===== config.mk =====
export PLATFORM = sky130hd
export DESIGN_NAME = button_sequence_collector
export DESIGN_NICKNAME = d
export VERILOG_FILES = /design/src/sv/bsc_pkg.sv /design/src/sv/bsc_seq_state.sv /design/src/sv/button_sequence_collector.sv
export SDC_FILE = /design/constraint.sdc
export NUM_CORES = 1
export LEC_CHECK = 0
export ABC_AREA = 1
export BUFFER_PORTS_ARGS = -buffer_cell sky130_fd_sc_hd__buf_2
export CAP_MARGIN = 5
export CORE_UTILIZATION = 61
export DETAILED_ROUTE_END_ITERATION = 7
export GPL_TIMING_DRIVEN = 0
export PLACE_DENSITY = 0.92
export SLEW_MARGIN = 40
export SYNTH_ARGS = -nofsm -noshare
export SYNTH_HDL_FRONTEND = slang
export SYNTH_HIERARCHICAL = 1
export SYNTH_SLANG_ARGS = --single-unit
export TNS_END_PERCENT = 20

===== constraint.sdc =====
create_clock -name clk_i -period 6.5 [get_ports clk_i]
set_clock_uncertainty 0.05 [all_clocks]
set_input_delay 0.325 -clock clk_i [delete_from_list [all_inputs] [get_ports clk_i]]
set_output_delay 0.325 -clock clk_i [all_outputs]
set_load 0.02 [all_outputs]

===== src/sv/bsc_pkg.sv =====
// ----------------------------------------------------------------------------
// bsc_pkg: shared types and constants for the button sequence collector
// Event codes, opcodes, register indexes and field widths.
// ----------------------------------------------------------------------------
`default_nettype none

package bsc_pkg;

  localparam int unsigned MaxDigitsDef  = 16;
  localparam int unsigned NumButtonsDef = 9;

  localparam int unsigned DIGIT_W = 4;
  localparam int unsigned SEQ_W   = 64;
  localparam int unsigned LEN_W   = 5;
  localparam int unsigned BTN_W   = 4;
  localparam int unsigned TIME_W  = 32;
  localparam int unsigned CFG_W   = 16;
  localparam int unsigned EV_W    = 3;

  localparam logic [CFG_W-1:0] BounceResetMs = 16'd250;
  localparam logic [CFG_W-1:0] IdleResetMs   = 16'd2000;

  typedef enum logic [EV_W-1:0] {
    EV_IDLE   = 3'd0,
    EV_STORED = 3'd1,
    EV_BOUNCE = 3'd2,
    EV_FULL   = 3'd3,
    EV_DONE   = 3'd4
  } bsc_event_e;

  typedef enum logic {
    OP_PRESS = 1'b0,
    OP_TICK  = 1'b1
  } bsc_opcode_e;

  typedef enum logic {
    CFG_IDX_BOUNCE = 1'b0,
    CFG_IDX_IDLE   = 1'b1
  } bsc_cfg_idx_e;

  typedef struct packed {
    bsc_event_e         ev;
    logic [SEQ_W-1:0]   digits;
    logic [LEN_W-1:0]   length;
  } bsc_result_t;

endpackage

`default_nettype wire


===== src/sv/bsc_seq_state.sv =====
// ----------------------------------------------------------------------------
// bsc_seq_state: sequence state and per-transaction decision
// Holds last press time, digit store and count; computes the result of one
// press or tick and commits the state update when step_i is high.
// ----------------------------------------------------------------------------
`default_nettype none

module bsc_seq_state
  import bsc_pkg::*;
#(
  parameter int unsigned MAX_DIGITS  = MaxDigitsDef,
  parameter int unsigned NUM_BUTTONS = NumButtonsDef
) (
  input  wire logic              clk_i,
  input  wire logic              rst_ni,
  input  wire logic              step_i,
  input  wire logic              opcode_i,
  input  wire logic [BTN_W-1:0]  button_i,
  input  wire logic [TIME_W-1:0] now_ms_i,
  input  wire logic [CFG_W-1:0]  bounce_ms_i,
  input  wire logic [CFG_W-1:0]  idle_ms_i,
  output bsc_result_t            result_o
);

  logic [TIME_W-1:0] last_q, last_d;
  logic              seen_q, seen_d;
  logic [LEN_W-1:0]  count_q, count_d;
  logic [SEQ_W-1:0]  digits_q, digits_d;

  logic [TIME_W-1:0] gap;
  logic              gap_nonneg;
  logic              btn_ok;
  logic              bounce;
  logic              full;
  logic              done;

  assign gap        = now_ms_i - last_q;
  assign gap_nonneg = ~gap[TIME_W-1];
  assign btn_ok     = (button_i != '0) && (button_i <= BTN_W'(NUM_BUTTONS));
  assign bounce     = seen_q && gap_nonneg && (gap < {{(TIME_W-CFG_W){1'b0}}, bounce_ms_i});
  assign full       = count_q >= LEN_W'(MAX_DIGITS);
  assign done       = seen_q && gap_nonneg && (gap >= {{(TIME_W-CFG_W){1'b0}}, idle_ms_i});

  always_comb begin
    last_d      = last_q;
    seen_d      = seen_q;
    count_d     = count_q;
    digits_d    = digits_q;
    result_o.ev = EV_IDLE;
    if (opcode_i == OP_TICK) begin
      // tick reports the sequence as held before any clear
      if (done) begin
        result_o.ev = EV_DONE;
        last_d      = '0;
        seen_d      = 1'b0;
        count_d     = '0;
        digits_d    = '0;
      end
      result_o.digits = digits_q;
      result_o.length = count_q;
    end else begin
      if (btn_ok) begin
        if (bounce) begin
          result_o.ev = EV_BOUNCE;
        end else begin
          last_d = now_ms_i;
          seen_d = 1'b1;
          if (full) begin
            result_o.ev = EV_FULL;
          end else begin
            result_o.ev = EV_STORED;
            count_d     = count_q + LEN_W'(1);
            for (int k = 0; k < int'(MAX_DIGITS); k++) begin
              if (count_q == LEN_W'(k)) begin
                digits_d[k*DIGIT_W +: DIGIT_W] = button_i;
              end
            end
          end
        end
      end
      // press reports the sequence after the update
      result_o.digits = digits_d;
      result_o.length = count_d;
    end
  end

  always_ff @(posedge clk_i or negedge rst_ni) begin
    if (!rst_ni) begin
      last_q   <= '0;
      seen_q   <= 1'b0;
      count_q  <= '0;
      digits_q <= '0;
    end else if (step_i) begin
      last_q   <= last_d;
      seen_q   <= seen_d;
      count_q  <= count_d;
      digits_q <= digits_d;
    end
  end

endmodule

`default_nettype wire


===== src/sv/button_sequence_collector.sv =====
// ----------------------------------------------------------------------------
// button_sequence_collector: debounced keypad code collector
// Stores button presses as digits and reports the code after an idle time.
// ----------------------------------------------------------------------------
// Usage:
//   Input channel (in_valid_i / in_stall_o) carries one transaction per press
//   (opcode 0, button, now_ms) or tick (opcode 1, now_ms). Every input
//   transaction yields exactly one output transaction on out_valid_o /
//   out_stall_i: event code, packed digits and length.
//   Path: an accepted transaction is captured in the input register; its
//   result is then loaded into the output register and is visible on the
//   outputs from then on. Throughput: one transaction per cycle while
//   out_stall_i is low. The debounce subtract/compare and the state update
//   sit in the single stage between input and output registers, so each
//   item sees the state left by the one before it.
//   Stall: while out_stall_i holds a result in the output register, the item
//   in the input register waits and in_stall_o rises; one more item can be
//   taken while the input register is empty.
//   Reset: clears both valids, the sequence state, and loads the bounce
//   window (250 ms) and idle timeout (2000 ms) defaults.
//   Configuration: cfg_wr_en_i writes cfg_wdata_i to register cfg_idx_i
//   (0 bounce window, 1 idle timeout); write only while idle.
// ----------------------------------------------------------------------------
`default_nettype none

module button_sequence_collector
  import bsc_pkg::*;
#(
  parameter int unsigned MAX_DIGITS  = MaxDigitsDef,
  parameter int unsigned NUM_BUTTONS = NumButtonsDef
) (
  input  wire logic              clk_i,
  input  wire logic              rst_ni,
  // configuration write port
  input  wire logic              cfg_wr_en_i,
  input  wire logic              cfg_idx_i,
  input  wire logic [CFG_W-1:0]  cfg_wdata_i,
  // input channel
  input  wire logic              in_valid_i,
  output logic                   in_stall_o,
  input  wire logic              opcode_i,
  input  wire logic [BTN_W-1:0]  button_i,
  input  wire logic [TIME_W-1:0] now_ms_i,
  // output channel
  output logic                   out_valid_o,
  input  wire logic              out_stall_i,
  output logic [EV_W-1:0]        event_res_o,
  output logic [SEQ_W-1:0]       seq_digits_o,
  output logic [LEN_W-1:0]       seq_length_o
);

  // configuration registers
  logic [CFG_W-1:0] bounce_ms_q;
  logic [CFG_W-1:0] idle_ms_q;

  // input register
  logic              s1_valid_q, s1_valid_d;
  logic              s1_op_q;
  logic [BTN_W-1:0]  s1_btn_q;
  logic [TIME_W-1:0] s1_now_q;

  // output register
  logic              out_valid_q, out_valid_d;
  bsc_result_t       out_res_q;
  bsc_result_t       res;

  logic in_accept;
  logic advance;

  always_ff @(posedge clk_i or negedge rst_ni) begin
    if (!rst_ni) begin
      bounce_ms_q <= BounceResetMs;
      idle_ms_q   <= IdleResetMs;
    end else if (cfg_wr_en_i) begin
      case (cfg_idx_i)
        CFG_IDX_BOUNCE: bounce_ms_q <= cfg_wdata_i;
        CFG_IDX_IDLE:   idle_ms_q   <= cfg_wdata_i;
        default:        ;
      endcase
    end
  end

  // Stage moves when the output register is empty or being drained.
  assign advance    = s1_valid_q && (!out_valid_q || !out_stall_i);
  assign in_stall_o = s1_valid_q && !advance;
  assign in_accept  = in_valid_i && !in_stall_o;

  always_comb begin
    s1_valid_d = s1_valid_q;
    if (in_accept) begin
      s1_valid_d = 1'b1;
    end else if (advance) begin
      s1_valid_d = 1'b0;
    end
  end

  always_comb begin
    out_valid_d = out_valid_q;
    if (advance) begin
      out_valid_d = 1'b1;
    end else if (!out_stall_i) begin
      out_valid_d = 1'b0;
    end
  end

  always_ff @(posedge clk_i or negedge rst_ni) begin
    if (!rst_ni) begin
      s1_valid_q  <= 1'b0;
      out_valid_q <= 1'b0;
    end else begin
      s1_valid_q  <= s1_valid_d;
      out_valid_q <= out_valid_d;
    end
  end

  always_ff @(posedge clk_i) begin
    if (in_accept) begin
      s1_op_q  <= opcode_i;
      s1_btn_q <= button_i;
      s1_now_q <= now_ms_i;
    end
    if (advance) begin
      out_res_q <= res;
    end
  end

  bsc_seq_state #(
    .MAX_DIGITS  (MAX_DIGITS),
    .NUM_BUTTONS (NUM_BUTTONS)
  ) u_state (
    .clk_i       (clk_i),
    .rst_ni      (rst_ni),
    .step_i      (advance),
    .opcode_i    (s1_op_q),
    .button_i    (s1_btn_q),
    .now_ms_i    (s1_now_q),
    .bounce_ms_i (bounce_ms_q),
    .idle_ms_i   (idle_ms_q),
    .result_o    (res)
  );

  assign out_valid_o  = out_valid_q;
  assign event_res_o  = out_res_q.ev;
  assign seq_digits_o = out_res_q.digits;
  assign seq_length_o = out_res_q.length;

`ifndef SYNTHESIS
  // stored digit count never exceeds the store depth
  assert property (@(posedge clk_i) disable iff (!rst_ni)
    out_valid_q |-> (out_res_q.length <= LEN_W'(MAX_DIGITS)))
    else $error("sequence length beyond store depth");

  // a dropped-for-full press always shows a full store
  assert property (@(posedge clk_i) disable iff (!rst_ni)
    (out_valid_q && out_res_q.ev == EV_FULL) |-> (out_res_q.length == LEN_W'(MAX_DIGITS)))
    else $error("full event with store not full");

  // a stored press always leaves at least one digit
  assert property (@(posedge clk_i) disable iff (!rst_ni)
    (out_valid_q && out_res_q.ev == EV_STORED) |-> (out_res_q.length != '0))
    else $error("stored event with empty sequence");

  // input stall only ever comes from a waiting item
  assert property (@(posedge clk_i) disable iff (!rst_ni)
    in_stall_o |-> (s1_valid_q && out_valid_q && out_stall_i))
    else $error("input stalled without a blocked item");
`endif

endmodule

`default_nettype wire


# After elaboration in Yosys (flattened, before gate mapping)
# Cells that the tools add are included.
# word_totals
regBits,245
in_bits,59
out_inout_bits,74
word_cells,103
# classes
reduce_logical,20
addsub,2
eq_ne,18
magnitude_cmp,4
muxes,43
n_bitwise,2
# ops
cell,n
$mux W64,5
$mux W32,4
$mux W72,1
$mux W4,16
$eq A5 B4 Y1 const B,8
$ge A32 B16 Y1,1
$lt A32 B16 Y1,1
$sub A32 B32 Y32,1
$mux W5,5
$eq A5 B3 Y1 const B,4
$eq A5 B2 Y1 const B,2
$mux W3,3
$mux W1,8
$logic_and A1 B1 Y1,7
$reduce_and A2 Y1,3
$add A5 B1 Y5 const B,1
$eq A5 B1 Y1 const B,1
$ge A5 B5 Y1 const B,1
$logic_not A5 Y1,1
$le A4 B4 Y1 const B,1
$logic_not A1 Y1,4
$ne A2 B1 Y1 const B,2
$reduce_and A4 Y1,1
$reduce_bool A2 Y1,2
other kinds (5),6

# Depth between registers and ports, before layout
# logic_depth
word_depth,8
ltp_mapped,24
depth_no_buf,23

# Modules after synthesis
# The synthesis kept the hierarchy.
# by_module_without_submodules
module,instances,cells_each,seq_area_each_um2,area_per_inst_um2
bsc_seq_state,1,1588,2552.4,9764.4
button_sequence_collector,1,261,4139.0,4698.3

# Worst setup path after synthesis
# OpenSTA, ideal clock, no wires.
# synth_timing
kind,reg2reg
start,"register out_valid_q, in the netlist out_valid_o"
end,register u_state.last_q[0]
stages_incl_launch_ff,6
path_buffers,1
synth_period_minus_slack_ps,5372
setup_ps,117
setup_slack_ps,1128
t_arrival_ps,5204
required_time_ps,6333
cell_sequence,dfrtp_1 -> a21oi_1 -> nand4_1 -> buf_4 -> nand3_1 -> nand2_1
# synth_between
elab_chain_cells,4
# synth_lines
item,line_no,text
start: declaration,button_sequence_collector.sv:63,"logic out_valid_q, out_valid_d;"
start signal: assignment,button_sequence_collector.sv:112,out_valid_q <= out_valid_d;
$logic_not A1 Y1,button_sequence_collector.sv:84,assign advance = s1_valid_q && (!out_valid_q || !out_stall_i);
$logic_or A1 B1 Y1,button_sequence_collector.sv:84,
$logic_and A1 B1 Y1,button_sequence_collector.sv:84,
net advance,button_sequence_collector.sv:68,logic advance;
$reduce_and A4 Y1 (no source line),n/a,
end signal: assignment,bsc_seq_state.sv:94,last_q <= last_d;
end: declaration,bsc_seq_state.sv:25,"logic [TIME_W-1:0] last_q, last_d;"
# The timed path passes the listed nets, and every way through them passes these cells.
# A chain may end at the register's enable or synchronous reset.

==> results_dict.tcl <==
set metrics [dict create \
    routed-wl-met2_um 20300 \
    largest_net_degree_at_the_start_of_global_routing 73 \
    cts.root.buffer_cell "clkbuf_16" \
    timing.max_cap.violations 0 \
    fp.dieH_um 156 \
    pwr-share-seq_pct 34.3 \
    worst-slew-pin-transition_ps 928 \
    setup_ws_ps 2230 \
    rows 55 \
    pwr-share-comb_pct 38.4 \
    insertion_delay_ps 550 \
    synth-main-ff-cell "dfrtp_1" \
    drt_pre_antenna_iters 6 \
    synthesis_warnings 6 \
    global_route.usage.total_pct 34.7 \
    ant_diodes 0 \
    dp_hpwl_um 29200 \
    worstPathRequired_ps 6710 \
    vias_per_cell 5.82 \
    vdd_ir_drop_max_mv 0.319 \
    switching_share_pct 38.2 \
    layout-area-overhead-vs-synth_pct 17.9 \
    finalPower_w 0.00572 \
    total_area_of_multi_input_combinational_cells_mm2 0.00635 \
    drt_first_iter_violations 1448 \
    final_cell_mix "581 x nand2_1, 254 x inv_1, 246 x nand3_1" \
    run_status "finished clean" \
    power_per_cell_area_mw_per_mm2 335 \
    placer_congestion_estimate 0.985 \
    final-hold-violation-count 0 \
    core_mm2 0.0229 \
    numPortBuffers 130 \
    layout_commonest_cell "nand2_1" \
    detail_route.wirelength_um 41400 \
    p_leak_nw 8.61 \
    crit_arrival_ps 4480 \
    place_ws_ps 2390 \
    criticalPathCategory "reg -> reg" \
    drive_gt1_share_pct 12.8 \
    synth_async_sr_flop_share_pct 55.5 \
    critPathCaptureType "register" \
    worstPathMaxFanout 10 \
    ff_latch_area_mm2 0.00669 \
    hold_path_startpoint "cfg_wdata_i[2]" \
    synth.avg_cell_area_um2 7.82 \
    fillerInstances 1622 \
    routed-via-count 13900 \
    netSwitchingPower_w 0.00218 \
    final_nets 2190 \
    drt-met1-wl_um 15600 \
    postLayoutCellArea_mm2 0.0171 \
    synth_fp_nets 1976 \
    synth_cells 1849 \
    post_synth_cell_types 41 \
    fmax_ghz 0.234 \
    wl_per_cell_um 17.3 \
    grt_antenna_before_repair 1 \
    final_max_slew_violation_count 0 \
    cts-buffers-inserted 26 \
    h_tree_level_count 1 \
    boundaryPins 133 \
    grt_first_pass_wirelength_um 66400 \
    clkPwrFrac_pct 27.3 \
    synth-seq-cells 245 \
    worst_r2r_startpoint "s1_now_q[2]" \
    setup_violating_endpoint_count_in_the_final_report 0 \
    drtAntennaViolNets 0 \
    synth.cell_area_mm2 0.0145 \
    clock_tree_from_tritoncts "yes" \
    number_of_enable_flip_flop_cells_after_synthesis 109 \
    part_of_the_cycle_the_worst_path_needs_pct 65.7 \
    detailroute.wirelength.met3_um 3550 \
    route.top_layer_used "met5" \
    setup.worst_path.start_class "register" \
    path_clk_slew_ps 60 \
    layout_min_cycle_time_ps 4270 \
    numClockSinks 245 \
    clock_tree_buf_depth 3 \
    worst_hold_slack_ps 16.6 \
    min-delay-path-class "in -> reg" \
    ys_seq_area_share_pct 46.3 \
    power_report.internal_total_w 0.00353 \
    grt_setup_unrepaired "no" \
    total_die_area_mm2 0.0243 \
    timing.slew.headroom_pct 38.2 \
    floorplan.die.width_um 156 \
    route.detailed.drc 0 \
    initial_utilization_pct 63.1 \
    grt_overflow 0 \
    vias_in_the_first_global_route 13600 \
    placed_area_mm2 0.0156 \
    critPathLaunch "s1_now_q[2]" \
]
## critical path, stage by stage, from the launching register on
cell and delay [ps]:
edfxtp_1 410, ha_1 420, nand2_1 80, nor2_1 100, nand2_1 70, nand3_2 100
nand2_1 60, nand2_1 170, xor2_1 430, ha_1 340, a21oi_1 130, nor3_1 60
a211oi_1 280, a21oi_1 160, nor2_2 190, nand3_2 230, buf_6 250, nand2_1 160
nand2_1 100, nand3_1 100, o21ai_1 90
## sequential cells by signal (all words and copies together) (netlist names)
| register | flops |
|---|---|
| bounce_ms_q | 16 |
| event_res_o | 3 |
| idle_ms_q | 16 |
| out_valid_o | 1 |
| s1_btn_q | 4 |
| s1_now_q | 32 |
| s1_op_q | 1 |
| s1_valid_q | 1 |
| seq_digits_o | 64 |
| seq_length_o | 5 |
| u_state/count_q | 5 |
| u_state/digits_q | 64 |
| u_state/last_q | 32 |
| u_state/seen_q | 1 |
## synthesized netlist by cell type, types with 14 or more instances
| master | instances | area (um2) |
|---|---|---|
| a21oi_1 | 36 | 180 |
| buf_1 | 17 | 63.8 |
| clkbuf_1 | 23 | 86.3 |
| dfrtp_1 | 124 | 3100 |
| edfxtp_1 | 109 | 3270 |
| ha_1 | 67 | 838 |
| inv_1 | 255 | 957 |
| nand2_1 | 581 | 2180 |
| nand2_2 | 15 | 93.8 |
| nand3_1 | 246 | 1230 |
| nand4_1 | 94 | 588 |
| nor2_1 | 75 | 282 |
| o21ai_0 | 17 | 85.1 |
| o21ai_1 | 63 | 315 |
| xor2_1 | 14 | 123 |
## power groups by stage
stage	combinational, W	clock [W]	sequential [W]
6_report	0.00220	0.00156	0.00196
5_1_grt	0.00244	0.00162	0.00198
4_1_cts	0.00213	0.00156	0.00195
3_5_place_dp	0.00209	0	0.00198
3_3_place_gp	0.00198	0	0.00198
2_1_floorplan	0.00145	0	0.00203
## repair_timing
action | CTS | global route
buffers inserted | 0 | 0
endpoints found under the hold margin | 115 | 0
gates resized for setup | 0 | 0
hold buffers | 51 | 0
## final cells by class
type                            instances  share of cell area (%)
Sequential cell                       245                    39.2
Multi-Input combinational cell       1258                    37.3
Timing Repair Buffer                  186                    7.46
Inverter                              272                    6.02
Clock buffer                           37                    4.30
Buffer                                 74                    2.50
Tap cell                              313                    2.30
Clock inverter                         10                   0.925
## through the flow
step,std cells,util (%),setup TNS [ps]
final,2395,74.4,0
after global routing,2395,74.4,0
after CTS,2395,74.4,0
after detailed placement,2297,68.2,0
after global placement,2292,67.7,-36150
after floorplan,1849,-,0
## cell families (layout without fill, tap and decap cells)
| group | Yosys count | in the layout | share of synthesized area, % |
|---|---|---|---|
| adders and majority gates | 68 | 68 | 5.93 |
| buffers and inverters | 346 | 579 | 10.0 |
| DFF | 245 | 245 | 46.3 |
| xor gates and xnor gates | 15 | 15 | 0.908 |
| and+or+nand+nor | 1047 | 1047 | 32.2 |
| AOI/OAI and AO/OA | 128 | 128 | 4.66 |
## final timing paths
check / end / slack, ps / depth (start not counted)
worst max-delay path: seq_digits_o[33] / 2230 / 20
worst min-delay path: bounce_ms_q[2] / 20 / 3
worst min register to register: idle_ms_q[8] / 410 / 2
max in group asynchronous: bounce_ms_q[4] / 5380 / 4
worst max register to register: seq_digits_o[33] / 2230 / 20
min in group asynchronous: bounce_ms_q[9] / 330 / 3
## routing by layer
| layer | global-route usage [%] | vias up |
|---|---|---|
| li1 | - | 6485 |
| met1 | 42.1 | 6436 |
| met2 | 60.2 | 825 |
| met3 | 5.03 | 186 |
| met4 | 17.3 | 2 |
| met5 | 0 | - |
Note: power is estimated with default switching activity, not from simulation.
